--- src/hdl/atsp_pkg.sv ---
// Shared types, constants and tables for the accelerometer tilt to servo PWM block.
`default_nettype none
package atsp_pkg;

	localparam int CORDIC_STAGES   = 16;
	localparam int ANGLE_FRAC_BITS = 7;
	localparam int CORDIC_N        = (CORDIC_STAGES > 24) ? 24 : CORDIC_STAGES;

	localparam int XY_GUARD   = 12;
	localparam int ACC_FRAC   = 20;
	localparam int DW         = 32;
	localparam int IDX_W      = 5;

	localparam int SUMSQ_W    = 32;
	localparam int ROOT_W     = 28;
	localparam int REM_W      = 30;
	localparam int SQRT_STEPS = ROOT_W;

	localparam int ANG_W       = 24;
	localparam int ROUND_SHIFT = ACC_FRAC - ANGLE_FRAC_BITS;
	localparam int LIM_ROLL    = 180 << ANGLE_FRAC_BITS;
	localparam int LIM_PITCH   = 90 << ANGLE_FRAC_BITS;
	localparam int DEN         = 180 << ANGLE_FRAC_BITS;
	localparam int DIV_SHIFT   = ANGLE_FRAC_BITS + 2;
	localparam int NUM_W       = 40;
	localparam int SPAN_W      = 13;
	localparam int N_W         = 18;
	localparam int N_SAT       = 4096 * 45;
	localparam int RECIP_W     = 27;
	localparam int RECIP_M     = 95443718;
	localparam int RECIP_SHIFT = 32;
	localparam int PROD_W      = N_W + RECIP_W;

	localparam logic [11:0] PWM_MAX = 12'hFFF;

	typedef enum logic [1:0] {
		REG_SERVO_MIN   = 2'd0,
		REG_SERVO_MAX   = 2'd1,
		REG_ROLL_NEUT   = 2'd2,
		REG_PITCH_NEUT  = 2'd3
	} cfg_reg_t;

	typedef struct packed {
		logic [11:0] cnt_lo;
		logic [11:0] cnt_hi;
		logic [7:0]  roll_mid;
		logic [7:0]  pitch_mid;
	} cfg_t;

	typedef struct packed {
		logic [SUMSQ_W-1:0]  s;
		logic [REM_W-1:0]    rem;
		logic [ROOT_W-1:0]   root;
		logic signed [15:0]  ax;
		logic signed [15:0]  ay;
		logic signed [15:0]  az;
	} sq_t;

	typedef struct packed {
		logic signed [DW-1:0] x;
		logic signed [DW-1:0] y;
		logic signed [DW-1:0] z;
		logic                 zero;
	} lane_t;

	typedef struct packed {
		lane_t roll;
		lane_t pitch;
	} cd_t;

	// atan(2^-i) in 2^-20 degree
	function automatic logic signed [DW-1:0] atan_deg(input logic [IDX_W-1:0] i);
		logic signed [DW-1:0] r;
		unique case (i)
			5'd0:  r = 32'sd47185920;
			5'd1:  r = 32'sd27855475;
			5'd2:  r = 32'sd14718068;
			5'd3:  r = 32'sd7471121;
			5'd4:  r = 32'sd3750058;
			5'd5:  r = 32'sd1876857;
			5'd6:  r = 32'sd938658;
			5'd7:  r = 32'sd469357;
			5'd8:  r = 32'sd234682;
			5'd9:  r = 32'sd117342;
			5'd10: r = 32'sd58671;
			5'd11: r = 32'sd29335;
			5'd12: r = 32'sd14668;
			5'd13: r = 32'sd7334;
			5'd14: r = 32'sd3667;
			5'd15: r = 32'sd1833;
			5'd16: r = 32'sd917;
			5'd17: r = 32'sd458;
			5'd18: r = 32'sd229;
			5'd19: r = 32'sd115;
			5'd20: r = 32'sd57;
			5'd21: r = 32'sd29;
			5'd22: r = 32'sd14;
			5'd23: r = 32'sd7;
			default: r = '0;
		endcase
		return r;
	endfunction

	// quadrant fold for abscissa below zero
	function automatic lane_t prerotate(input logic signed [DW-1:0] y,
			input logic signed [DW-1:0] x);
		lane_t l;
		l.zero = (x == '0) && (y == '0);
		l.x = x;
		l.y = y;
		l.z = '0;
		if (x[DW-1]) begin
			if (!y[DW-1]) begin
				l.x = y;
				l.y = -x;
				l.z = DW'(90 << ACC_FRAC);
			end else begin
				l.x = -y;
				l.y = x;
				l.z = -DW'(90 << ACC_FRAC);
			end
		end
		return l;
	endfunction

endpackage
`default_nettype wire

--- src/hdl/atsp_cordic_cell.sv ---
// One CORDIC vectoring iteration for the roll and pitch lanes.
`default_nettype none
module atsp_cordic_cell (
	input  wire logic                       clk,
	input  wire logic                       arst_n,
	input  wire logic                       en,
	input  wire logic [atsp_pkg::IDX_W-1:0] idx,
	input  wire logic                       in_valid,
	input  wire atsp_pkg::cd_t              in_data,
	output logic                            out_valid,
	output atsp_pkg::cd_t                   out_data
);

	function automatic atsp_pkg::lane_t rotate(input atsp_pkg::lane_t l,
			input logic [atsp_pkg::IDX_W-1:0] i);
		atsp_pkg::lane_t      r;
		logic signed [atsp_pkg::DW-1:0] dx;
		logic signed [atsp_pkg::DW-1:0] dy;
		logic signed [atsp_pkg::DW-1:0] t;
		dx = l.y >>> i;
		dy = l.x >>> i;
		t  = atsp_pkg::atan_deg(i);
		r  = l;
		if (!l.y[atsp_pkg::DW-1]) begin
			r.x = l.x + dx;
			r.y = l.y - dy;
			r.z = l.z + t;
		end else begin
			r.x = l.x - dx;
			r.y = l.y + dy;
			r.z = l.z - t;
		end
		return r;
	endfunction

	atsp_pkg::cd_t nxt;

	always_comb begin
		nxt.roll  = rotate(in_data.roll, idx);
		nxt.pitch = rotate(in_data.pitch, idx);
	end

	always_ff @(posedge clk or negedge arst_n) begin
		if (!arst_n) begin
			out_valid <= 1'b0;
		end else if (en) begin
			out_valid <= in_valid;
		end
	end

	always_ff @(posedge clk) begin
		if (en) begin
			out_data <= nxt;
		end
	end

endmodule
`default_nettype wire

--- config.mk ---
export PLATFORM = sky130hd
export DESIGN_NAME = atsp_cordic_cell
export DESIGN_NICKNAME = d
export VERILOG_FILES = /design/src/hdl/atsp_pkg.sv /design/src/hdl/atsp_cordic_cell.sv
export SDC_FILE = /design/constraint.sdc
export NUM_CORES = 1
export LEC_CHECK = 0
export ABC_AREA = 1
export ABC_CLOCK_PERIOD_IN_PS = 800
export BUFFER_PORTS_ARGS = -buffer_cell sky130_fd_sc_hd__buf_2
export CORE_MARGIN = 4
export CORE_UTILIZATION = 45
export DETAILED_ROUTE_END_ITERATION = 12
export HOLD_SLACK_MARGIN = 0.1
export PLACE_DENSITY = 0.68
export SLEW_MARGIN = 20
export SYNTH_ARGS = -nofsm -noshare
export SYNTH_HDL_FRONTEND = slang
export SYNTH_SLANG_ARGS = --single-unit
--- constraint.sdc ---
create_clock -name clk -period 0.8 [get_ports clk]
set_input_delay 0.08 -clock clk [delete_from_list [all_inputs] [get_ports clk]]
set_output_delay 0.08 -clock clk [all_outputs]
set_load 0.005 [all_outputs]
Word-level counts from Yosys, hierarchy flattened

Memories as Yosys holds them, arrays and structs flattened.
Index checks and enable logic that the tools add are counted.

Memories kept: 2
Output and inout bits: 195
Word-level logic and storage cells: 29
Input bits: 203
Bits in registers: 195
ROM bits: 1664

Add/sub/neg operators: 12
Shift operators: 4
Muxes and demuxes: 2

Memory list:

| memory          | depth | width | read ports | clocked after memory_dff | wr ports | RTL line       | source |
|---|---|---|---|---|---|---|---|
| (no name shown) | 32    | 26    | 1          | 0                        | 0        | atsp_pkg.sv:74 | `unique case (i)` |
| (no name shown) | 32    | 26    | 1          | 0                        | 0        | atsp_pkg.sv:74 |  |

Operator list:

| cell             | number |
|---|---|
| $add A32 B32 Y32 | 6 |
| $mux W96         | 2 |
| $sub A32 B32 Y32 | 6 |
| $sshr A32 B5 Y32 | 4 |

Depth between registers and ports, before layout

Depth after elaboration: 3
Mapped depth: 35
Gate-level depth less buffers: 33

Worst setup path before layout

No wires, ideal clock.

Path kind: input to register
Start point: input port idx[1] in the netlist's numbering
End point: register out_data[126] in the netlist's numbering (data pin)
Stages: 29
Setup slack: -3.233 ns
Arrival: 3.769 ns
Cell sequence: buf_2 inv_4 buf_4 buf_6 ha_1 o21ai_1 o21ai_0 nand2_1 o21ai_1 inv_1 ha_1 nand2_1 nor2_2 nand2_2 nor2_4 nand2_1 nand2_1 nand2_1 nand2_1 o21ai_0 ha_1 nand2_1 nor4_1 nand3_1 nand3_1 nand2_1 o211ai_1 a31oi_1 xor2_1

RTL lines:

| element              | RTL line               | source |
|---|---|---|
| start, declared      | atsp_cordic_cell.sv:7  | `input wire logic [atsp_pkg::IDX_W-1:0] idx,` |
| end signal, assigned | atsp_cordic_cell.sv:53 | `out_data <= nxt;` |
| end, declared        | atsp_cordic_cell.sv:11 | `output atsp_pkg::cd_t out_data` |

==> impl_metrics.py <==
metrics = {
    "sta": {
        "worst_pin_slew_ps": 497.7,
        "final.setup.worst_slack_ps": -2811,
        "holdWs_ps": -8.571,
        "fmax_mhz": 276.9,
        "relSlewSlack_pct": 66.47,
        "rsz0062_at_grt": "yes",
        "layout_min_cycle_time_ps": 3611,
        "final_hold_viol_count": 1,
        "maxSlewViolCount": 0,
        "fin_skew_ps": 0,
        "finalCritPeriodShare_pct": 451.4,
        "finalSetupViolCount": 581,
    },
    "drt": {
        "drt_iter0_drc": 3057,
        "vias": 38216,
        "wl_per_cell_um": 17.85,
        "drtAntennaViolNets": 0,
        "post-route-drc-count": 0,
        "drtPass1Iterations": 7,
        "wl_um": 125600,
        "drt-vias-per-instance": 5.428,
    },
    "floorplanning": {
        "rows": 91,
        "dieWidth_um": 257.1,
        "initial_core_util_pct": 45.32,
        "io_pins": 398,
        "die_area_sq_um": 66080,
        "die_h_um": 257.1,
        "fp.coreArea_sq_um": 61600,
    },
    "finish": {
        "area_growth_pct": 65.60,
        "final_cells": 7040,
        "final_common_cell": "nand2_1",
        "mostFrequentLayoutCells": "nand2_1, buf_4, nand3_1",
        "nets": 6608,
        "register_area_sq_um": 5851,
        "multiInputGateArea_sq_um": 23680,
        "final_cell_area_sq_um": 46230,
        "drive_above_1_share_pct": 43.11,
        "nFillCells": 4786,
    },
    "critical_path": {
        "arrival_ps": 3870,
        "cp-end-kind": "flip-flop",
        "reg2regPathDepth": 1,
        "required_ps": 1050,
        "reg2reg_to": "out_valid",
        "worstReg2RegStart": "out_valid",
        "worstSetupPathType": "in2reg",
        "critical_path.slowest_cell": "ha_4",
        "regToRegSetupSlack_ps": 30,
        "slowest_delay_ps": 320,
        "path_max_fanout": 12,
        "cpMostUsedCell": "nand2_1",
        "critPathLaunchType": "input pin",
    },
    "global_routing": {
        "grt_pass1_vias": 35911,
        "grt_first_pass_wirelength_um": 183100,
        "track_usage_pct": 34.34,
        "overflow": 0,
        "grt_max_degree": 48,
        "grt_antenna_before_repair": 6,
    },
    "hold_path": {
        "min_path_cells": 2,
        "hold_class": "in2reg",
        "hold-path-endpoint": "out_data[2]",
        "min_from": "in_data[2]",
    },
    "yosys": {
        "synth_top_flop_cell": "edfxtp_1",
        "synth_cell_types": 54,
        "synth_warnings": 0,
        "synth-edff-count": 194,
        "netlist_area_sq_um": 27920,
        "syn_nets": 4940,
        "synthCells": 4518,
        "synth_seq_area_share_pct": 20.96,
        "synthArstFlopShare_pct": 0.5128,
        "ys_ff_latch": 195,
        "syn_avg_cell_area_sq_um": 6.179,
    },
    "run": {
        "drv_cap": 0,
    },
    "placed_design": {
        "gp_congestion": 1.020,
        "portBuffers": 397,
        "place_ws_ps": -3411,
        "placed_cells": 6875,
        "place_hpwl_um": 96940,
        "dpl_cell_area_sq_um": 41150,
    },
    "power_and_ir_drop": {
        "power.density_nw_per_um2": 1574,
        "ir_drop_v": 0.001832,
        "cellLeakagePower_nw": 23.62,
    },
    "cts": {
        "clk_path_buf_depth": 2,
        "clk_pin_slew_ps": 80,
        "cts-root-buf": "clkbuf_16",
        "htreeDepth": 4,
        "hold_buffers": 9,
        "cts_buffers": 17,
        "clk_latency_ps": 510,
        "cts_tree": "done",
        "cts_sinks": 195,
    },
    "outcome": {
        "violations": "negative hold slack, negative setup slack",
        "outcome": "finished with violations",
    },
}
## repair_timing
item / 4_1_cts / 5_1_grt
resized for setup: 330 / 459
pin swaps: 159 / 195
setup endpoints to repair: 387 / 581
cloned: 6 / 10
buffers inserted: 56 / 49
endpoints found under the hold margin: 20 / 5
## kinds of logic after synthesis
group                      Yosys count  share of synthesized area (%)
adders and majority gates          219                          9.977
buffers and inverters              561                          8.404
DFF                                195                          20.96
and+or+nand+nor                   2637                          39.79
AOI/OAI and AO/OA                  661                          13.16
xor gates and xnor gates           242                          7.593
muxes                                3                         0.1210
## layer usage
layer	track usage (%)	vias up	part of all wire, %
li1	-	18425	-
met1	38.19	17558	36
met2	62.63	1753	50
met3	3.750	476	6.0
met4	21.31	4	7.6
met5	0	-	0.021
## area by class of cell
cell class | instances | share of cell area (%)
Sequential cell | 195 | 12.66
Timing Repair Buffer | 1812 | 29.26
Tap cell | 837 | 2.265
Antenna cell | 5 | 0.02707
Inverter | 397 | 3.302
Clock inverter | 14 | 0.3302
Multi-Input combinational cell | 3762 | 51.22
Timing Repair inverter | 1 | 0.01895
Clock buffer | 17 | 0.9202
## report_power, final
group | total [W] | internal, W | switching (W)
sequential | 0.0156 | 0.0150 | 0.000661
clock | 0.00900 | 0.00438 | 0.00462
combinational | 0.0481 | 0.0231 | 0.0250
total | 0.0728 | 0.0425 | 0.0303
## metrics by stage
stage | setup TNS (ps) | total power, W | utilization, % | hold slack (ps)
6_report | -543000 | 0.07276 | 75.05 | -8.571
3_5_place_dp | -562650 | 0.05732 | 66.80 | -138.3
5_1_grt | -578610 | 0.07714 | 75.04 | -27.19
3_3_place_gp | -555190 | 0.05673 | 66.80 | -137.9
2_1_floorplan | -411420 | 0.03633 | - | -215.6
4_1_cts | -514810 | 0.06888 | 71.01 | -44.58
## cell usage after synthesis (43+ instances only)
cell      instances  area share (%)
inv_1           372             5.0
nand3_1         649              12
nand4_1          43            0.96
o21ai_0         214             3.8
edfxtp_1        194              21
xor2_1          164             5.1
buf_2            58             1.0
a21oi_1         260             4.7
nand2_1        1540              21
ha_1            213             9.5
nor2_1          296             4.0
xnor2_1          78             2.4
## flip-flops by register name, summed over array words and instances, names as in the netlist
| register | cells |
|---|---|
| out_data | 194 |
| out_valid | 1 |
## worst max-delay path, delay by kind of cell
family / cells / cell delay (ps)
and+or+nand+nor: 17 / 1820
buffers and inverters: 7 / 810
AOI/OAI and AO/OA: 4 / 640
adders and majority gates: 1 / 320
xor gates and xnor gates: 1 / 170
## worst max path at each step
stage,from,to,slack [ps],cells after the start
after floorplan,idx[1],out_data[126],-2770,26
after global placement,idx[0],out_data[30],-3390,26
after detailed placement,idx[1],out_data[158],-3410,25
after CTS,idx[0],out_data[190],-2590,26
after global routing,idx[0],out_data[190],-2970,30
final,idx[0],out_data[190],-2810,30
Power figures use the tool's default switching activity.
