## src/hdl/atsp_pkg.sv

```systemverilog
// Shared types, constants and tables for the accelerometer tilt to servo PWM block.
`default_nettype none
package atsp_pkg;

	localparam int CORDIC_STAGES   = 16;
	localparam int ANGLE_FRAC_BITS = 7;
	localparam int CORDIC_N        = (CORDIC_STAGES > 24) ? 24 : CORDIC_STAGES;

	localparam int XY_GUARD   = 12;
	localparam int ACC_FRAC   = 20;
	localparam int DW         = 32;
	localparam int IDX_W      = 5;

	localparam int SUMSQ_W    = 32;
	localparam int ROOT_W     = 28;
	localparam int REM_W      = 30;
	localparam int SQRT_STEPS = ROOT_W;

	localparam int ANG_W       = 24;
	localparam int ROUND_SHIFT = ACC_FRAC - ANGLE_FRAC_BITS;
	localparam int LIM_ROLL    = 180 << ANGLE_FRAC_BITS;
	localparam int LIM_PITCH   = 90 << ANGLE_FRAC_BITS;
	localparam int DEN         = 180 << ANGLE_FRAC_BITS;
	localparam int DIV_SHIFT   = ANGLE_FRAC_BITS + 2;
	localparam int NUM_W       = 40;
	localparam int SPAN_W      = 13;
	localparam int N_W         = 18;
	localparam int N_SAT       = 4096 * 45;
	localparam int RECIP_W     = 27;
	localparam int RECIP_M     = 95443718;
	localparam int RECIP_SHIFT = 32;
	localparam int PROD_W      = N_W + RECIP_W;

	localparam logic [11:0] PWM_MAX = 12'hFFF;

	typedef enum logic [1:0] {
		REG_SERVO_MIN   = 2'd0,
		REG_SERVO_MAX   = 2'd1,
		REG_ROLL_NEUT   = 2'd2,
		REG_PITCH_NEUT  = 2'd3
	} cfg_reg_t;

	typedef struct packed {
		logic [11:0] cnt_lo;
		logic [11:0] cnt_hi;
		logic [7:0]  roll_mid;
		logic [7:0]  pitch_mid;
	} cfg_t;

	typedef struct packed {
		logic [SUMSQ_W-1:0]  s;
		logic [REM_W-1:0]    rem;
		logic [ROOT_W-1:0]   root;
		logic signed [15:0]  ax;
		logic signed [15:0]  ay;
		logic signed [15:0]  az;
	} sq_t;

	typedef struct packed {
		logic signed [DW-1:0] x;
		logic signed [DW-1:0] y;
		logic signed [DW-1:0] z;
		logic                 zero;
	} lane_t;

	typedef struct packed {
		lane_t roll;
		lane_t pitch;
	} cd_t;

	// atan(2^-i) in 2^-20 degree
	function automatic logic signed [DW-1:0] atan_deg(input logic [IDX_W-1:0] i);
		logic signed [DW-1:0] r;
		unique case (i)
			5'd0:  r = 32'sd47185920;
			5'd1:  r = 32'sd27855475;
			5'd2:  r = 32'sd14718068;
			5'd3:  r = 32'sd7471121;
			5'd4:  r = 32'sd3750058;
			5'd5:  r = 32'sd1876857;
			5'd6:  r = 32'sd938658;
			5'd7:  r = 32'sd469357;
			5'd8:  r = 32'sd234682;
			5'd9:  r = 32'sd117342;
			5'd10: r = 32'sd58671;
			5'd11: r = 32'sd29335;
			5'd12: r = 32'sd14668;
			5'd13: r = 32'sd7334;
			5'd14: r = 32'sd3667;
			5'd15: r = 32'sd1833;
			5'd16: r = 32'sd917;
			5'd17: r = 32'sd458;
			5'd18: r = 32'sd229;
			5'd19: r = 32'sd115;
			5'd20: r = 32'sd57;
			5'd21: r = 32'sd29;
			5'd22: r = 32'sd14;
			5'd23: r = 32'sd7;
			default: r = '0;
		endcase
		return r;
	endfunction

	// quadrant fold for abscissa below zero
	function automatic lane_t prerotate(input logic signed [DW-1:0] y,
			input logic signed [DW-1:0] x);
		lane_t l;
		l.zero = (x == '0) && (y == '0);
		l.x = x;
		l.y = y;
		l.z = '0;
		if (x[DW-1]) begin
			if (!y[DW-1]) begin
				l.x = y;
				l.y = -x;
				l.z = DW'(90 << ACC_FRAC);
			end else begin
				l.x = -y;
				l.y = x;
				l.z = -DW'(90 << ACC_FRAC);
			end
		end
		return l;
	endfunction

endpackage
`default_nettype wire

```

## src/hdl/atsp_sqrt_cell.sv

```systemverilog
// One digit step of the pipelined integer square root (two radicand bits per cell).
`default_nettype none
module atsp_sqrt_cell (
	input  wire logic          clk,
	input  wire logic          arst_n,
	input  wire logic          en,
	input  wire logic          in_valid,
	input  wire atsp_pkg::sq_t in_data,
	output logic               out_valid,
	output atsp_pkg::sq_t      out_data
);

	logic [atsp_pkg::REM_W+1:0] rem2;
	logic [atsp_pkg::REM_W+1:0] trial;
	atsp_pkg::sq_t              nxt;

	always_comb begin
		rem2  = {in_data.rem, in_data.s[atsp_pkg::SUMSQ_W-1 -: 2]};
		trial = {2'b00, in_data.root, 2'b01};
		nxt   = in_data;
		nxt.s = {in_data.s[atsp_pkg::SUMSQ_W-3:0], 2'b00};
		if (rem2 >= trial) begin
			nxt.rem  = atsp_pkg::REM_W'(rem2 - trial);
			nxt.root = {in_data.root[atsp_pkg::ROOT_W-2:0], 1'b1};
		end else begin
			nxt.rem  = rem2[atsp_pkg::REM_W-1:0];
			nxt.root = {in_data.root[atsp_pkg::ROOT_W-2:0], 1'b0};
		end
	end

	always_ff @(posedge clk or negedge arst_n) begin
		if (!arst_n) begin
			out_valid <= 1'b0;
		end else if (en) begin
			out_valid <= in_valid;
		end
	end

	always_ff @(posedge clk) begin
		if (en) begin
			out_data <= nxt;
		end
	end

endmodule
`default_nettype wire

```

## config.mk

```make
export PLATFORM = sky130hd
export DESIGN_NAME = atsp_sqrt_cell
export DESIGN_NICKNAME = d
export VERILOG_FILES = /design/src/hdl/atsp_pkg.sv /design/src/hdl/atsp_sqrt_cell.sv
export SDC_FILE = /design/constraint.sdc
export NUM_CORES = 1
export LEC_CHECK = 0
export BUFFER_PORTS_ARGS = -buffer_cell sky130_fd_sc_hd__buf_2
export CAP_MARGIN = 20
export CORE_MARGIN = 5
export CORE_UTILIZATION = 48
export CTS_CLUSTER_DIAMETER = 50
export DETAILED_ROUTE_END_ITERATION = 8
export PLACE_DENSITY_LB_ADDON = 0.3
export SLEW_MARGIN = 15
export SYNTH_ARGS = -nofsm -noshare
export SYNTH_HDL_FRONTEND = slang
export SYNTH_SLANG_ARGS = --single-unit
export TNS_END_PERCENT = 10
```

## constraint.sdc

```tcl
create_clock -name clk -period 1 [get_ports clk]
set_clock_uncertainty 0.1 [all_clocks]
set_input_delay 0.1 -clock clk [delete_from_list [all_inputs] [get_ports clk]]
set_output_delay 0.1 -clock clk [all_outputs]
set_load 0.005 [all_outputs]
```

# Word-level counts from Yosys, hierarchy flattened
# Cells that the tools add are included.
[totals]
register_bits = 137
latchBits = 0
mem_bits_rw = 0
rom_bits = 0
input_bits = 142
output_inout_bits = 139
elab_cells = 10
n_memories = 0
[classes]
addsub = 1
mul = 0
div_mod_pow = 0
n_lt_le_gt_ge = 1
n_eq_ne = 0
n_shift = 0
muxes = 1
bitwise = 0
n_reduce_logical = 0
[op_table]
columns = ["operator", "count"]
rows = [
  ["two-way mux 58 bit", 1],
  ["greater-or-equal comparator 32 x 30 -> 1 bit", 1],
  ["subtractor 30 bit", 1],
]

# Logic depth before layout (Yosys ltp)
# Gate-level depths: netlist of the first run.
[logic_depth]
ltp_word = 2
ltp_mapped = 12

# Worst setup path before layout of the first run
# No wires, ideal clock.
[synth_timing]
path_type = "input -> register"
startpoint = "input port in_data[65] in the netlist's numbering"
endpoint = "register out_data[105] in the netlist's numbering, data pin"
arrival_time_ns = 1.967
required_time_ns = 0.640
setup_slack_ns = -1.326
cell_stages = 12
path_buffers = 2
cell_sequence = "inv_1 > ha_1 > buf_6 > a21oi_2 > o21a_2 > o221ai_2 > a2111oi_4 > o311ai_4 > buf_6 > and3b_1 > a21oi_2 > nand3_1"
[synth_lines]
columns = ["item", "line", "source"]
rows = [
  ["start, declared", "atsp_sqrt_cell.sv:8", "input wire atsp_pkg::sq_t in_data,"],
  ["end signal, assigned", "atsp_sqrt_cell.sv:41", "out_data <= nxt;"],
  ["end, declared", "atsp_sqrt_cell.sv:10", "output atsp_pkg::sq_t out_data"],
]

==> results of run 1 <==
## worst max-delay path: cells and delay by family
family	cells	cell delay, ns
buffers and inverters	3	0.33
AND/OR/NAND/NOR	3	0.41
adder cells (fa/ha/maj)	1	0.21
AO/OA/AOI/OAI	5	1.09
## cell type report
class                      count  area (um2)
clock buffer                  19         433
timing repair buffer         552        4110
multi-input combinational    284        2780
inverter                      38         175
tap                          176         220
clock inverter                13         219
sequential                   137        4110
fill                         446        1040
## routing by layer
metal / track usage / routed length [um] / part of all wire
met1: 0.357 / 9970 / 0.34
met2: 0.583 / 15000 / 0.50
met5: 0 / 11 / 0.00037
met4: 0.158 / 2150 / 0.072
met3: 0.0832 / 2650 / 0.089
## state kept, by name, summed over array words and instances (netlist names)
signal,count
out_valid,1
out_data,136
## cells by family (layout without fill, tap and decap cells)
family	Yosys count	in the layout	synth area share
flip-flops	137	137	0.651
AND/OR/NAND/NOR	113	113	0.0862
AO/OA/AOI/OAI	112	112	0.126
buffers and inverters	52	622	0.0386
adder cells (fa/ha/maj)	30	30	0.0595
XOR/XNOR	26	26	0.0361
other	1	2	0.000594
multiplexers	1	1	0.00178
## power by group
group / internal, uW / switching (uW)
clock network: 4470 / 2640
registers: 7000 / 189
logic: 2450 / 2390
## metrics by stage
stage / std cells / area (um2) / hold WS, ns / power (uW) / TNS [ns]
floorplan: 473 / 6500 / -0.296 / 8660 / -35.09
global placement: 1035 / 9000 / -0.224 / 10400 / -41.67
detailed placement: 1035 / 9000 / -0.224 / 10500 / -43.40
CTS: 1209 / 11500 / -0.0112 / 18200 / -45.46
global route: 1219 / 12000 / -0.0157 / 19700 / -54.10
finish: 1219 / 12000 / -0.00413 / 19100 / -49.54
## final timing paths
kind	depth (start not counted)	start	endpoint	slack, ns
hold reg to reg	1	out_valid	out_valid	0.43
max in group asynchronous	3	arst_n	out_valid	0.24
hold / removal	2	en	out_data[130]	-0.004
setup reg to reg	1	out_valid	out_valid	0.15
setup / recovery	12	in_data[61]	out_data[105]	-1.10
min in group asynchronous	3	arst_n	out_valid	0.44
## synthesized netlist by cell type (3+ instances only)
| library cell | n | area share |
|---|---|---|
| o21a_1 | 8 | 0.0095 |
| a21o_1 | 8 | 0.0095 |
| nand2b_1 | 3 | 0.0030 |
| xnor2_1 | 14 | 0.019 |
| o21bai_1 | 4 | 0.0048 |
| o21ai_1 | 7 | 0.0055 |
| nand4_1 | 8 | 0.0079 |
| xor2_1 | 12 | 0.017 |
| inv_1 | 37 | 0.022 |
| a21oi_1 | 41 | 0.033 |
| buf_4 | 5 | 0.0059 |
| edfxtp_1 | 136 | 0.65 |
| nor2_1 | 36 | 0.021 |
| nand2_1 | 39 | 0.023 |
| a31oi_1 | 3 | 0.0030 |
| buf_6 | 3 | 0.0054 |
| ha_1 | 30 | 0.059 |
| o21ai_0 | 12 | 0.0095 |
| a21oi_2 | 6 | 0.0083 |
| buf_2 | 6 | 0.0048 |
| nand3_1 | 7 | 0.0055 |
## repair_timing
item / CTS / global route
setup buffers: 14 / 11
cloned: 2 / 1
endpoints found under the hold margin: 133 / 7
pin swaps: 30 / 41
gates resized for setup: 96 / 105
setup endpoints to repair: 168 / 168
==> qor.txt, run 1 <==
Die area = 0.0155 mm2
Layout Utilization = 0.920
Total CTS buffers = 17
Yosys cell types = 57
Max FO, Critical Path = 6
DP HPWL = 15300 um
Min setup slack post-route = -1.10 ns
Max cap viols = 0
Mean Syn Cell Area = 13.4 um2
Tot GR Track Use = 0.325
Slew Viols, Final = 0
Initial antenna violation count = 1
Max frequency = 477 MHz
DR WL/cell = 24.4 um
Leak = 0.00522 uW
Worst Path Arrival = 2.15 ns
Nets@finish = 1202
Post-synth EDFFs = 136
First-pass GRT wire length = 39400 um
Max-slew headroom = 0.650
Synth-to-layout area growth = 90.7%
Clk_lat worst skew = 0.43 ns
Seq/Total Area, Yosys = 0.651
Critical Path RT = 1.05 ns
Proportion of layout cells with a drive suffix above 1 = 0.571
CP max stage delay = 0.38 ns
Pwr dens = 1590 mW/mm2
DRT Wirelength = 29800 um
Routed vias/inst = 5.61
Cell row count = 42
Largest net degree at the start of global routing = 23
Vias = 6842
Status = complete, but fails checks
Root Buffer Master = clkbuf_16
Hold Vio Cnt, Final = 5
Vias in the first global route = 6907
Initial Util = 0.483
CP endpoint kind = flip-flop
CTS tree = built
CTS Hold Bufs = 126
Post-Place Worst Slack = -1.48 ns
RSZ-0062 raised after global routing = true
Final period util = 2.10
N_diodes = 0
Kind of critical path = input port to flip-flop
Worst Max-Slew Pin Slew = 0.524 ns
Die Span Y = 125 um
Clock transition at path regs = 0.06 ns
H-tree depth = 4
Iter 0 DRT Violations = 748
Commonest non-fill, non-tap cell in the layout = buf_2
Count of final setup violators = 168
Top FF cell, synth = edfxtp_1
Floorplan core area = 0.0131 mm2
Peak supply drop = 1.14 mV
Fin crit period = 2.10 ns
Synth warnings = 0
Residual DRC count = 0
CP Cell Sequence = buf_8 > inv_4 > ha_4 > a21oi_4 > o21a_1 > o221ai_4 > a2111oi_4 > o311ai_4 > buf_6 > and3b_1 > nand4_1 > nand3_1
Failing checks = hold timing, setup timing
Clk sinks = 137
Slowest CP cell = a2111oi_4
Post-route ant nets = 0
GR Overflow Total = 0
Ports = 281
Hold WC Path Type = input port to flip-flop
Die W = 125 um
Gate Count Post-Synth = 472
Gp weighted congestion = 0.928
Post-Syn Area = 0.00631 mm2
Most frequent cells in the layout = buf_2, edfxtp_1, buf_4
Worst hold slack = -0.00413 ns
Synthesized flop and latch total = 137
Fraction of registers with async set/reset = 0.00730
Worst setup SP type = input port
Deepest clock path buffer count = 2
# port buffers = 278
First-pass iteration count of the detailed router = 6
No activity file was read; power rests on OpenSTA's default activity.
==> run 2: changes to the inputs <==
HOLD_SLACK_MARGIN = 0.06   (was unset)
MAX_ROUTING_LAYER = met4   (was unset)
==> run 2 against run 1 <==
Compared with the run above: sequential share of layout area rose by 1.8 points; the flow finishes with violations (setup timing); final area fell by 4.9%; largest cell class unchanged; register-to-register slack got worse by 0.06 ns; setup slack improved by 0.044 ns; critical path depth fell by 1; fmax rose by 2.1%; hold slack improved by 0.052 ns; routed wire length fell by 13%; global-route usage fell by 1.2 points; largest power group unchanged; non-clock buffer count fell by 7; clock power fell by 7.6%.
==> qor.txt, run 2 (synthesis results as in run 1) <==
Cell row count = 42 (unchanged)
Tot GR Track Use = 0.313 (-0.0125)
Largest regs = out_data (136), out_valid (1)
Hold Vio Cnt, Final = 0 (-5)
Die Span Y = 125 um (unchanged)
Deepest clock path buffer count = 2 (unchanged)
Floorplan core area = 0.0131 mm2 (unchanged)
Status = complete, but fails checks
DR WL/cell = 21.3 um (-13%)
Root Buffer Master = clkbuf_16
Post-Place Cells = 1029 (-0.58%)
Min setup slack post-route = -1.05 ns (+0.0437 ns)
First-pass iteration count of the detailed router = 5 (-1)
Internal reg-to-reg setup slack = 0.09 ns (-0.06 ns)
Routed vias/inst = 5.30 (-5.6%)
Vias in the first global route = 6700 (-3.0%)
Largest Register = out_data
Clk_lat worst skew = 0.42 ns (about the same)
Largest net degree at the start of global routing = 28 (+22%)
RSZ-0062 raised after global routing = true
Ports = 281 (unchanged)
Synth-to-layout area growth = 81.4%
Iter 0 DRT Violations = 496 (-34%)
Commonest non-fill, non-tap cell in the layout = buf_2
Worst Path Arrival = 2.18 ns (+0.03 ns)
Max frequency = 487 MHz (+2.1%)
Failing checks = setup timing
Count of final setup violators = 172 (+2.4%)
Max cap viols = 0 (unchanged)
# port buffers = 278 (unchanged)
Vias = 6433 (-6.0%)
Die W = 125 um (unchanged)
Kind of critical path = input port to flip-flop
Clock transition at path regs = 0.06 ns (about the same)
Residual DRC count = 0 (unchanged)
GR Overflow Total = 0 (unchanged)
Initial Util = 0.483 (unchanged)
DRT Wirelength = 25900 um (-13%)
Leak = 0.00502 uW (-3.8%)
Pwr dens = 1570 mW/mm2 (-1.1%)
Slew Viols, Final = 0 (unchanged)
Clk sinks = 137 (unchanged)
Final period util = 2.05 (-0.0437)
Hold WC Path Type = input port to flip-flop
Post-route ant nets = 0 (unchanged)
CP endpoint kind = flip-flop
Critical Path RT = 1.12 ns (+0.07 ns)
H-tree depth = 4 (unchanged)
Most frequent cells in the layout = buf_2, edfxtp_1, dlygate4sd3_1
Nets@finish = 1195 (-0.58%)
Worst setup SP type = input port
Initial antenna violation count = 2 (+1)
First-pass GRT wire length = 36800 um (-6.4%)
Setup TNS = -47.79 ns (+1.75 ns)
DP HPWL = 15200 um (-1.0%)
Max FO, Critical Path = 6 (unchanged)
CTS tree = built
Gp weighted congestion = 0.927 (about the same)
Peak supply drop = 1.15 mV (+1.3%)
Proportion of layout cells with a drive suffix above 1 = 0.527 (-0.0444)
Die area = 0.0155 mm2 (unchanged)
Finished Layout Cells = 1214 (-0.41%)
Fin crit period = 2.05 ns (-0.0437 ns)
Max FFs per register = 136 (unchanged)
Total CTS buffers = 17 (unchanged)
run 2: path summary, 6_finish.rpt:
path                        startpoint      endpoint  cells after the start
max                        in_data[58]  out_data[88]                     11
min                                 en     out_valid                      2
max reg2reg                  out_valid     out_valid                      1
min reg2reg                  out_valid     out_valid                      1
max in group asynchronous       arst_n     out_valid                      3
min in group asynchronous       arst_n     out_valid                      3
run 2: per-stage QoR:
| step | hold WS [ns] | utilization | area (um2) | total power [uW] | setup slack (ns) |
|---|---|---|---|---|---|
| final | 0.0479 | 0.875 | 11500 | 18000 | -1.05 |
| after global routing | 0.0424 | 0.875 | 11500 | 18600 | -1.10 |
| after CTS | -0.0537 | 0.846 | 11100 | 17400 | -0.968 |
| after detailed placement | -0.222 | 0.681 | 8910 | 10500 | -1.47 |
| after global placement | -0.224 | 0.681 | 8910 | 10400 | -1.42 |
| after floorplan | -0.296 | - | 6500 | 8660 | -1.18 |
run 2: area by class of cell:
class / count / area [um2]
fillers: 608 / 1630
multi-input cells: 284 / 2460
clock inverters: 13 / 170
well taps: 176 / 220
clock buffers: 19 / 433
repair buffers: 545 / 3910
flip-flops and latches: 137 / 4110
inverters: 38 / 150
diodes: 2 / 5.00
run 2: per-layer routing:
metal,routed length [um],GRT usage
met5,0,-
met4,1090,0.121
met3,1710,0.0673
met2,14000,0.563
met1,9070,0.336
run 2: worst max-delay path, stage by stage:
cell and delay (ns):
buf_2 0.09, inv_1 0.05, ha_2 0.40, nand2_1 0.13, nor2_2 0.20, nand4_4 0.13
o311ai_4 0.39, buf_6 0.22, buf_12 0.16, nor2_2 0.05, a21oi_1 0.25
run 2: what timing repair did:
action                     in CTS  in global routing
gates resized for setup        33                 67
setup endpoints to repair     168                168
hold buffers                  134                  1
pin swaps                      21                 15
cloned                          0                  2
hold endpoints to repair      138                  5
buffers inserted               10                  4
run 2: where the power goes:
part	internal, uW	switching, uW	total, uW
logic	2220	2050	4270
clock network	3950	2620	6570
registers	6990	174	7170
total	13200	4840	18000
