<file path="src/hdl/atsp_pkg.sv">
// Shared types, constants and tables for the accelerometer tilt to servo PWM block.
`default_nettype none
package atsp_pkg;

	localparam int CORDIC_STAGES   = 16;
	localparam int ANGLE_FRAC_BITS = 7;
	localparam int CORDIC_N        = (CORDIC_STAGES > 24) ? 24 : CORDIC_STAGES;

	localparam int XY_GUARD   = 12;
	localparam int ACC_FRAC   = 20;
	localparam int DW         = 32;
	localparam int IDX_W      = 5;

	localparam int SUMSQ_W    = 32;
	localparam int ROOT_W     = 28;
	localparam int REM_W      = 30;
	localparam int SQRT_STEPS = ROOT_W;

	localparam int ANG_W       = 24;
	localparam int ROUND_SHIFT = ACC_FRAC - ANGLE_FRAC_BITS;
	localparam int LIM_ROLL    = 180 << ANGLE_FRAC_BITS;
	localparam int LIM_PITCH   = 90 << ANGLE_FRAC_BITS;
	localparam int DEN         = 180 << ANGLE_FRAC_BITS;
	localparam int DIV_SHIFT   = ANGLE_FRAC_BITS + 2;
	localparam int NUM_W       = 40;
	localparam int SPAN_W      = 13;
	localparam int N_W         = 18;
	localparam int N_SAT       = 4096 * 45;
	localparam int RECIP_W     = 27;
	localparam int RECIP_M     = 95443718;
	localparam int RECIP_SHIFT = 32;
	localparam int PROD_W      = N_W + RECIP_W;

	localparam logic [11:0] PWM_MAX = 12'hFFF;

	typedef enum logic [1:0] {
		REG_SERVO_MIN   = 2'd0,
		REG_SERVO_MAX   = 2'd1,
		REG_ROLL_NEUT   = 2'd2,
		REG_PITCH_NEUT  = 2'd3
	} cfg_reg_t;

	typedef struct packed {
		logic [11:0] cnt_lo;
		logic [11:0] cnt_hi;
		logic [7:0]  roll_mid;
		logic [7:0]  pitch_mid;
	} cfg_t;

	typedef struct packed {
		logic [SUMSQ_W-1:0]  s;
		logic [REM_W-1:0]    rem;
		logic [ROOT_W-1:0]   root;
		logic signed [15:0]  ax;
		logic signed [15:0]  ay;
		logic signed [15:0]  az;
	} sq_t;

	typedef struct packed {
		logic signed [DW-1:0] x;
		logic signed [DW-1:0] y;
		logic signed [DW-1:0] z;
		logic                 zero;
	} lane_t;

	typedef struct packed {
		lane_t roll;
		lane_t pitch;
	} cd_t;

	// atan(2^-i) in 2^-20 degree
	function automatic logic signed [DW-1:0] atan_deg(input logic [IDX_W-1:0] i);
		logic signed [DW-1:0] r;
		unique case (i)
			5'd0:  r = 32'sd47185920;
			5'd1:  r = 32'sd27855475;
			5'd2:  r = 32'sd14718068;
			5'd3:  r = 32'sd7471121;
			5'd4:  r = 32'sd3750058;
			5'd5:  r = 32'sd1876857;
			5'd6:  r = 32'sd938658;
			5'd7:  r = 32'sd469357;
			5'd8:  r = 32'sd234682;
			5'd9:  r = 32'sd117342;
			5'd10: r = 32'sd58671;
			5'd11: r = 32'sd29335;
			5'd12: r = 32'sd14668;
			5'd13: r = 32'sd7334;
			5'd14: r = 32'sd3667;
			5'd15: r = 32'sd1833;
			5'd16: r = 32'sd917;
			5'd17: r = 32'sd458;
			5'd18: r = 32'sd229;
			5'd19: r = 32'sd115;
			5'd20: r = 32'sd57;
			5'd21: r = 32'sd29;
			5'd22: r = 32'sd14;
			5'd23: r = 32'sd7;
			default: r = '0;
		endcase
		return r;
	endfunction

	// quadrant fold for abscissa below zero
	function automatic lane_t prerotate(input logic signed [DW-1:0] y,
			input logic signed [DW-1:0] x);
		lane_t l;
		l.zero = (x == '0) && (y == '0);
		l.x = x;
		l.y = y;
		l.z = '0;
		if (x[DW-1]) begin
			if (!y[DW-1]) begin
				l.x = y;
				l.y = -x;
				l.z = DW'(90 << ACC_FRAC);
			end else begin
				l.x = -y;
				l.y = x;
				l.z = -DW'(90 << ACC_FRAC);
			end
		end
		return l;
	endfunction

endpackage
`default_nettype wire

</file>
<file path="src/hdl/atsp_pwm.sv">
// Angle rounding and clamping, servo count mapping, output register.
`default_nettype none
module atsp_pwm (
	input  wire logic          clk,
	input  wire logic          arst_n,
	input  wire logic          en,
	input  wire atsp_pkg::cfg_t cfg,
	input  wire logic          in_valid,
	input  wire atsp_pkg::cd_t in_data,
	output logic               out_valid,
	output logic signed [15:0] roll_angle,
	output logic signed [14:0] pitch_angle,
	output logic [11:0]        roll_count,
	output logic [11:0]        pitch_count
);

	localparam int AW = atsp_pkg::ANG_W;

	logic v_s1, v_s2, v_s3;
	logic signed [AW-1:0] ang_s1 [2];
	logic signed [AW-1:0] ang_s2 [2];
	logic signed [AW-1:0] ang_s3 [2];
	logic signed [atsp_pkg::NUM_W-1:0] num_s2 [2];
	logic [atsp_pkg::PROD_W-1:0] prod_s3 [2];
	logic neg_s3 [2];
	logic over_s3 [2];

	logic signed [AW-1:0] ang_d [2];
	logic signed [atsp_pkg::NUM_W-1:0] num_d [2];
	logic [atsp_pkg::PROD_W-1:0] prod_d [2];
	logic neg_d [2];
	logic over_d [2];
	logic [11:0] pwm_d [2];

	// round half away from zero, then clamp
	always_comb begin
		logic signed [atsp_pkg::DW-1:0] z;
		logic [atsp_pkg::DW-1:0] zabs;
		logic [atsp_pkg::DW:0]   rsum;
		logic signed [AW-1:0]    r;
		logic signed [AW-1:0]    lim;
		for (int k = 0; k < 2; k++) begin
			if (k == 0) begin
				z   = in_data.roll.zero ? '0 : in_data.roll.z;
				lim = AW'(atsp_pkg::LIM_ROLL);
			end else begin
				z   = in_data.pitch.zero ? '0 : in_data.pitch.z;
				lim = AW'(atsp_pkg::LIM_PITCH);
			end
			zabs = z[atsp_pkg::DW-1] ? atsp_pkg::DW'(-z) : atsp_pkg::DW'(z);
			rsum = {1'b0, zabs} + (atsp_pkg::DW+1)'(1 << (atsp_pkg::ROUND_SHIFT - 1));
			r    = AW'(rsum >> atsp_pkg::ROUND_SHIFT);
			if (z[atsp_pkg::DW-1]) begin
				r = -r;
			end
			if (r > lim) begin
				r = lim;
			end else if (r < -lim) begin
				r = -lim;
			end
			ang_d[k] = r;
		end
	end

	// num = min*D + (neutral*2^F - angle)*span
	always_comb begin
		logic signed [AW:0]                      diff;
		logic signed [atsp_pkg::SPAN_W-1:0]      sp;
		logic signed [AW+atsp_pkg::SPAN_W:0]     pr;
		logic [atsp_pkg::NUM_W-1:0]              mnd;
		logic [7:0]                              neu;
		sp  = $signed({1'b0, cfg.cnt_hi}) - $signed({1'b0, cfg.cnt_lo});
		mnd = atsp_pkg::NUM_W'(cfg.cnt_lo) * atsp_pkg::NUM_W'(atsp_pkg::DEN);
		for (int k = 0; k < 2; k++) begin
			neu = (k == 0) ? cfg.roll_mid : cfg.pitch_mid;
			diff = $signed({1'b0, (AW)'(neu) << atsp_pkg::ANGLE_FRAC_BITS})
				- (AW+1)'(ang_s1[k]);
			pr = diff * sp;
			num_d[k] = atsp_pkg::NUM_W'(pr) + $signed(mnd);
		end
	end

	// divide by D: shift by its power of two, then reciprocal of 45
	always_comb begin
		logic signed [atsp_pkg::NUM_W-1:0] n;
		logic [atsp_pkg::N_W-1:0]          ns;
		for (int k = 0; k < 2; k++) begin
			n = num_s2[k] >>> atsp_pkg::DIV_SHIFT;
			neg_d[k]  = num_s2[k][atsp_pkg::NUM_W-1];
			over_d[k] = !neg_d[k] && (n >= atsp_pkg::NUM_W'(atsp_pkg::N_SAT));
			ns = (neg_d[k] || over_d[k]) ? '0 : n[atsp_pkg::N_W-1:0];
			prod_d[k] = atsp_pkg::PROD_W'(ns) * atsp_pkg::PROD_W'(atsp_pkg::RECIP_M);
		end
	end

	always_comb begin
		for (int k = 0; k < 2; k++) begin
			priority if (neg_s3[k]) begin
				pwm_d[k] = '0;
			end else if (over_s3[k]) begin
				pwm_d[k] = atsp_pkg::PWM_MAX;
			end else begin
				pwm_d[k] = prod_s3[k][atsp_pkg::RECIP_SHIFT +: 12];
			end
		end
	end

	always_ff @(posedge clk or negedge arst_n) begin
		if (!arst_n) begin
			v_s1      <= 1'b0;
			v_s2      <= 1'b0;
			v_s3      <= 1'b0;
			out_valid <= 1'b0;
		end else if (en) begin
			v_s1      <= in_valid;
			v_s2      <= v_s1;
			v_s3      <= v_s2;
			out_valid <= v_s3;
		end
	end

	always_ff @(posedge clk) begin
		if (en) begin
			for (int k = 0; k < 2; k++) begin
				ang_s1[k]  <= ang_d[k];
				ang_s2[k]  <= ang_s1[k];
				num_s2[k]  <= num_d[k];
				ang_s3[k]  <= ang_s2[k];
				prod_s3[k] <= prod_d[k];
				neg_s3[k]  <= neg_d[k];
				over_s3[k] <= over_d[k];
			end
			roll_angle  <= ang_s3[0][15:0];
			pitch_angle <= ang_s3[1][14:0];
			roll_count  <= pwm_d[0];
			pitch_count <= pwm_d[1];
		end
	end

endmodule
`default_nettype wire

</file>
<file path="config.mk">
export PLATFORM = sky130hd
export DESIGN_NAME = atsp_pwm
export DESIGN_NICKNAME = d
export VERILOG_FILES = /design/src/hdl/atsp_pkg.sv /design/src/hdl/atsp_pwm.sv
export SDC_FILE = /design/constraint.sdc
export NUM_CORES = 2
export LEC_CHECK = 0
export ABC_AREA = 1
export BUFFER_PORTS_ARGS = -buffer_cell sky130_fd_sc_hd__buf_2
export CORE_MARGIN = 2
export CORE_UTILIZATION = 55
export DETAILED_ROUTE_END_ITERATION = 10
export PLACE_DENSITY = 0.84
export SYNTH_ARGS = -nofsm -noshare
export SYNTH_HDL_FRONTEND = slang
export SYNTH_SLANG_ARGS = --single-unit
</file>
<file path="constraint.sdc">
create_clock -name clk -period 8 [get_ports clk]
set_input_delay 0.4 -clock clk [delete_from_list [all_inputs] [get_ports clk]]
set_output_delay 0.4 -clock clk [all_outputs]
set_load 0.02 [all_outputs]
</file>
=== After elaboration in Yosys (flattened, before gate mapping) ===
Memories as Yosys holds them, arrays and structs flattened. A register that Yosys moved wholly into a read port is not among the register bits.
Index checks and enable logic that the tools add are counted.

* Multipliers: 5
* Equality and inequality tests: 0
* Multiplexer cells: 16
* Bitwise operators: 0
* Divide/modulo/power cells: 0
* Shifts and indexed selects: 0
* $lt $le $gt $ge: 6
* Reduce and logical (&&, ||, !) cells: 6
* Add/sub/neg operators: 11

{| class="wikitable"
|+ Operators by type and width
! cell !! number
|-
| $mux 24 || 6
|-
| $mux 32 || 4
|-
| $mul 18x26->44 const B || 2
|-
| $add 38x28->39 || 2
|-
| $mul 25x13->38 || 2
|-
| $add 32x13->33 const B || 2
|-
| $neg 32->32 || 2
|-
| $ge 31x19->1 const B || 2
|-
| $sub 16x24->25 || 2
|-
| $neg 20->24 || 2
|-
| $mux 18 || 2
|-
| $gt 24x15->1 const B || 1
|-
| $gt 24x16->1 const B || 1
|-
| $lt 24x15->1 const B || 1
|-
| $lt 24x16->1 const B || 1
|-
| $mux 12 || 2
|-
| $mul 12x6->18 const B || 1
|-
| $sub 12x12->13 || 1
|-
| $logic_and 1x1->1 || 2
|-
| $logic_not 1->1 || 2
|-
| $logic_or 1x1->1 || 2
|-
| $mux 1 || 2
|}

* Logic and storage cells: 57
* Register bits after elaboration: 28
* Memories kept: 7
* Latch bits: 0
* Bits of input ports: 238
* Output and inout bits: 56
* Memory bits (read-only): 0
* RAM bits: 316

{| class="wikitable"
|+ Memories
! memory !! words !! bits a word !! rd ports !! clocked after Yosys merged registers in !! wr ports !! RTL line !! RTL
|-
| prod_s3 || 2 || 44 || 2 || 0 || 2 || atsp_pwm.sv:24 || <nowiki>logic [atsp_pkg::PROD_W-1:0] prod_s3 [2];</nowiki>
|-
| num_s2 || 2 || 40 || 2 || 0 || 2 || atsp_pwm.sv:23 || <nowiki>logic signed [atsp_pkg::NUM_W-1:0] num_s2 [2];</nowiki>
|-
| ang_s1 || 2 || 24 || 2 || 0 || 2 || atsp_pwm.sv:20 || <nowiki>logic signed [AW-1:0] ang_s1 [2];</nowiki>
|-
| ang_s2 || 2 || 24 || 2 || 0 || 2 || atsp_pwm.sv:21 || <nowiki>logic signed [AW-1:0] ang_s2 [2];</nowiki>
|-
| ang_s3 || 2 || 24 || 2 || 2 || 2 || atsp_pwm.sv:22 || <nowiki>logic signed [AW-1:0] ang_s3 [2];</nowiki>
|-
| neg_s3 || 2 || 1 || 2 || 0 || 2 || atsp_pwm.sv:25 || <nowiki>logic neg_s3 [2];</nowiki>
|-
| +1 memories || n/a || n/a || n/a || n/a || n/a || n/a ||
|}

=== Logic depth before layout (Yosys ltp) ===
* Word-level depth: 9
* Gate-level depth with buffers: 45

=== Worst setup path before layout ===
No wires, ideal clock.

* Path kind: input to register
* Start point: in cfg[16] (netlist name)
* End point: mem num_s2[0][31] (netlist name) (data pin)
* Setup slack: -0.288 ns
* Setup time: 0.276 ns
* Path buffers: 2
* Data required time: 7.724 ns
* Arrival: 8.012 ns
* Stages: 40
* Path through: inv_1 > ha_1 > inv_1 > fa_1 > a21oi_1 > o21ai_0 > a21oi_1 > o21ai_0 > nand2_1 > nand2_1 > a21oi_1 > or2_2 > nand2_1 > a21oi_1 > or2_2 > nand2_1 > a21oi_1 > inv_1 > (+4 left out) > fa_1 > fa_1 > fa_1 > fa_1 > inv_1 > fa_1 > inv_1 > ha_1 > nand2_1 > nor2_1 > nand2_1 > o21ai_0 > a21oi_1 > or2_2 > nand2_1 > nand3_1 > o311ai_0 > xor2_1

{| class="wikitable"
|+ RTL lines
! what !! RTL line !! RTL
|-
| start, declared || atsp_pwm.sv:7 || <nowiki>input wire atsp_pkg::cfg_t cfg,</nowiki>
|-
| end, declared || atsp_pwm.sv:23 ||
|}

==> results by stage <==
Setup path:
- The length in cells of the worst reg-to-reg path is 38.
- The class of the most critical setup path is flop to flop.
- STA puts the critical path data arrival time at between 8 and 9 ns.
- In this run the critical register-to-register path is captured at num_s2[0][35]$_DFFE_PP_.
- For the worst setup path, the data required time is around 8.4 ns.
- The slack of the worst reg-to-reg path is between 0.08 and 0.09 ns.
- The sort of element at the end of the critical path is a flop.
- The highest cell delay on the worst timing path is just under 0.6 ns.
- The cell that appears most often on the critical path is sky130_fd_sc_hd__fa_1.
- STA classifies the critical path startpoint as a flop.
- In this run the worst path has a maximum fanout of 5.
- The launching point of the worst reg2reg path is ang_s1[0][7]$_SDFFCE_PP0P_.
- The cell with the largest stage delay on the worst path is sky130_fd_sc_hd__fa_1.

GRT:
- The total global-route track usage is about 28%.
- The initial antenna violation count is 5.
- The pin count of the biggest net entering global routing is between 90 and 100.
- The wire length of the first global-routing pass is 214 mm.
- Summed over all layers, the global routing overflow is 0.
- The number of global-route vias before repair came to 42800.

Final layout:
- The register area is roughly 7700 um^2.
- The number of nets in the finished design is a little over 8000.
- The layout overhead on the synthesized area is 13.9%.
- The filler cell count is between 7000 and 8000.
- The number of standard cells in the final layout excluding fillers is just under 8000.
- The area of the multi-input gates is 37800 um^2.
- The fraction of the core area covered by cells at the end of the flow is 63.1%.
- The ratio of cells with drive above 1 in the final layout is between 10% and 20%.

Flow run:
- The number of violations of the max-capacitance limit is 0.

Yosys:
- sky130_fd_sc_hd__fa_1 takes more of the synthesized area than any other cell.
- Of the total synthesized cell area, the portion taken by AND, OR, NAND and NOR gates is roughly 17%.
- The count of mapped cells out of synthesis is a little over 6000.
- The main combinational cell family by area after synthesis is adder cells.
- The async set or reset register ratio after synthesis is under 10%.
- The synthesized netlist occupies a cell area of 50700 um^2.
- After synthesis, the most frequently instantiated cells are sky130_fd_sc_hd__inv_1, sky130_fd_sc_hd__nand2_1, sky130_fd_sc_hd__fa_1.
- Sequential cells were found to cover around 15% of the synthesized design area.
- The number of different library cells used by synthesis comes to between 50 and 60.
- The synthesized area per cell is 8.37 um^2.
- Of the post-synthesis cell area, the part taken by muxes is 0%.
- The leading cell type by number of instances after synthesis is sky130_fd_sc_hd__inv_1.
- The total nets after synthesis is 7708.
- The portion of synthesized cell area occupied by the leading cell type is between 30% and 40%.
- The total of flip-flops plus latches after synthesis is ~260.
- The share of the synthesized netlist area taken by xor and xnor gates is between 2 and 3%.
- In the post-synthesis netlist, the biggest area contributors are sky130_fd_sc_hd__fa_1, sky130_fd_sc_hd__edfxtp_1, sky130_fd_sc_hd__ha_1, sky130_fd_sc_hd__inv_1, sky130_fd_sc_hd__nand2_1.
- The synthesized netlist devotes under 10% of its cell area to compound gates.
- In this run, synthesis inferred between 200 and 300 flip-flops with an integrated enable.
- The most used flip-flop cell after synthesis is sky130_fd_sc_hd__edfxtp_1.
- Yosys printed 0 warnings.
- The area share of fa/ha/maj cells after synthesis is around 48%.

Floorplan:
- Once the floorplan was initialized, standard cells occupied around 55% of the core.
- The cell row count is ~110.
- The core footprint is a little over 90000 um^2.
- Measured along the y axis, the die boundary spans about 310 um.
- The die area is 94600 um^2.
- For this design the top-level I/O count stands at about 290.
- The horizontal extent of the die is between 300 and 400 um.

CTS:
- The count of clock tree sinks is 257.
- The deepest clock path buffer count is 3.
- For the worst-skew pair, the clock arrives at the later sink with an insertion delay of ~0.62 ns.
- The number of buffers created by CTS is 31.
- The maximum level of the CTS H-tree is 1.
- The clock edge transition at the registers on the reported setup and hold paths is roughly 0.07 ns.
- CTS placed an instance of sky130_fd_sc_hd__clkbuf_16 at the clock tree root.
- TritonCTS built the clock tree.

Place:
- Once placement completed, the tool counted placed cells totaling between 7000 and 8000.
- The number of buffers inserted by port buffering is 165.
- Routability-driven placement finished with a final weighted congestion of ~1.0.
- Summed over all nets, the half-perimeter wirelength after detailed placement is around 110 mm.
- The worst setup slack before clock tree synthesis is -0.792 ns.

Routing:
- The DRC violation total after the first TritonRoute iteration is roughly 3000.
- Once detail routing completed, the nets flagged for antenna violations numbered 0.
- The total wire length is approximately 130 mm.
- The via density per instance is between 5 and 6.
- The number of iterations in the first detailed-routing pass is 6.
- In the routed design, unresolved DRC markers number 0.
- In the final routed layout, each cell accounts on average for 17.3 um.
- Summing over every cut layer, the via total after detailed routing is between 40000 and 50000.

STA:
- Setup repair after global routing could not meet its margin everywhere.
- The number of hold violations in the final report came to 0.
- The portion of the clock cycle consumed by the worst path in the final layout is a little over nine tenths.
- Static timing analysis puts the maximum clock frequency at ~0.13 GHz.
- After layout, the worst setup slack is just over 0.08 ns.
- The pin slew with the least headroom to its limit is between 0.9 and 1 ns.
- The final period demand of the worst path is between 7 and 8 ns.
- The worst clock skew on the final layout is about 0.031 ns.
- The final number of setup-violating endpoints is 0.
- The worst slew slack as a fraction of its limit is a little over a third.
- The number of max-slew violations in the final report is 0.

Worst hold path:
- The worst hold path class is input pin to async pin.

Outcome:
- The run finished with clean final reports.
-- worst max-delay path, delay by kind of cell (launching register included) --
family	cells	cell delay, ns
buffers and inverters	9	0.75
DFF	1	0.38
and+or+nand+nor	11	1.54
adders and majority gates	8	3.60
AOI/OAI and AO/OA	8	1.13
xor gates and xnor gates	2	0.22
-- metrics by stage --
step / cell area (um^2) / setup TNS, ns / hold WS (ns)
3_5_place_dp: 55500 / -24.38 / 0.209
2_1_floorplan: 50800 / 0 / 0.104
3_3_place_gp: 55500 / -12.60 / 0.205
4_1_cts: 56500 / -0.0389 / 0.0753
6_report: 57800 / 0 / 0.133
5_1_grt: 57800 / -2.65 / 0.122
-- area by class of cell --
cell class,instances,share of cell area (%)
repair buffers,555,6.87
clock buffers,38,1.39
clock inverters,17,0.290
diodes,1,0.00433
well taps,1186,2.57
flip-flops and latches,257,13.3
inverters,1562,10.2
multi-input cells,4137,65.4
-- layer usage --
layer,wire length (um),vias up,track usage (%)
met5,56,-,0
met2,63600,1735,48.0
met4,6090,8,10.3
met1,53100,20000,36.2
li1,-,19300,-
met3,11400,359,5.06
-- sequential cells by signal, summed over array words and instances (netlist names) --
register and cells:
ang_s1 48, ang_s2 31, ang_s3 31, neg_s3 2, num_s2 60, out_valid 1, over_s3 2, pitch_angle 15
pitch_count 12, prod_s3 24, roll_angle 16, roll_count 12, v_s1 1, v_s2 1, v_s3 1
-- worst max-delay path by stage --
stage | startpoint | to | slack [ns] | depth (start not counted)
floorplan | cfg[16] | num_s2[0][71]$_DFFE_PP_ | 0.003 | 38
global placement | cfg[32] | num_s2[0][39]$_DFFE_PP_ | -0.55 | 39
detailed placement | cfg[29] | num_s2[0][75]$_DFFE_PP_ | -0.79 | 38
CTS | ang_s1[0][25]$_SDFFCE_PP0P_ | num_s2[0][78]$_DFFE_PP_ | -0.04 | 38
global route | cfg[34] | num_s2[0][35]$_DFFE_PP_ | -0.26 | 43
finish | ang_s1[0][7]$_SDFFCE_PP0P_ | num_s2[0][35]$_DFFE_PP_ | 0.08 | 38
-- cells in the final DEF (no fill, tap or decap), types with 22 or more instances in the layout --
cell	n
sky130_fd_sc_hd__inv_1	1504
sky130_fd_sc_hd__nand3_1	147
sky130_fd_sc_hd__ha_1	517
sky130_fd_sc_hd__nand4_1	38
sky130_fd_sc_hd__inv_2	35
sky130_fd_sc_hd__nor2_2	59
sky130_fd_sc_hd__clkbuf_16	32
sky130_fd_sc_hd__buf_4	367
sky130_fd_sc_hd__nor2_1	615
sky130_fd_sc_hd__edfxtp_1	253
sky130_fd_sc_hd__o21ai_1	27
sky130_fd_sc_hd__buf_2	161
sky130_fd_sc_hd__nand2_1	1104
sky130_fd_sc_hd__xnor2_1	43
sky130_fd_sc_hd__o21ai_0	115
sky130_fd_sc_hd__nand3b_1	25
sky130_fd_sc_hd__clkinv_1	22
sky130_fd_sc_hd__fa_1	844
sky130_fd_sc_hd__nor3_1	24
sky130_fd_sc_hd__ha_4	30
sky130_fd_sc_hd__a21oi_2	27
sky130_fd_sc_hd__xor2_1	101
sky130_fd_sc_hd__a21oi_1	163
sky130_fd_sc_hd__nand2_2	39
-- logic make-up after synthesis --
group | count (synthesis)
AOI/OAI and AO/OA | 462
xor gates and xnor gates | 147
adders and majority gates | 1413
buffers and inverters | 1663
DFF | 257
and+or+nand+nor | 2115
-- timing repair --
item	in CTS	in global routing
setup buffers	1	27
gates cloned	0	1
pin swaps	4	111
endpoints found under the hold margin	5	0
endpoints found under the setup margin	17	41
gates resized for setup	13	269
hold buffers	2	0
Power is left out: the tool's default activity adds up to more than one toggle a clock period on the data nets, which glitch-free logic cannot reach.
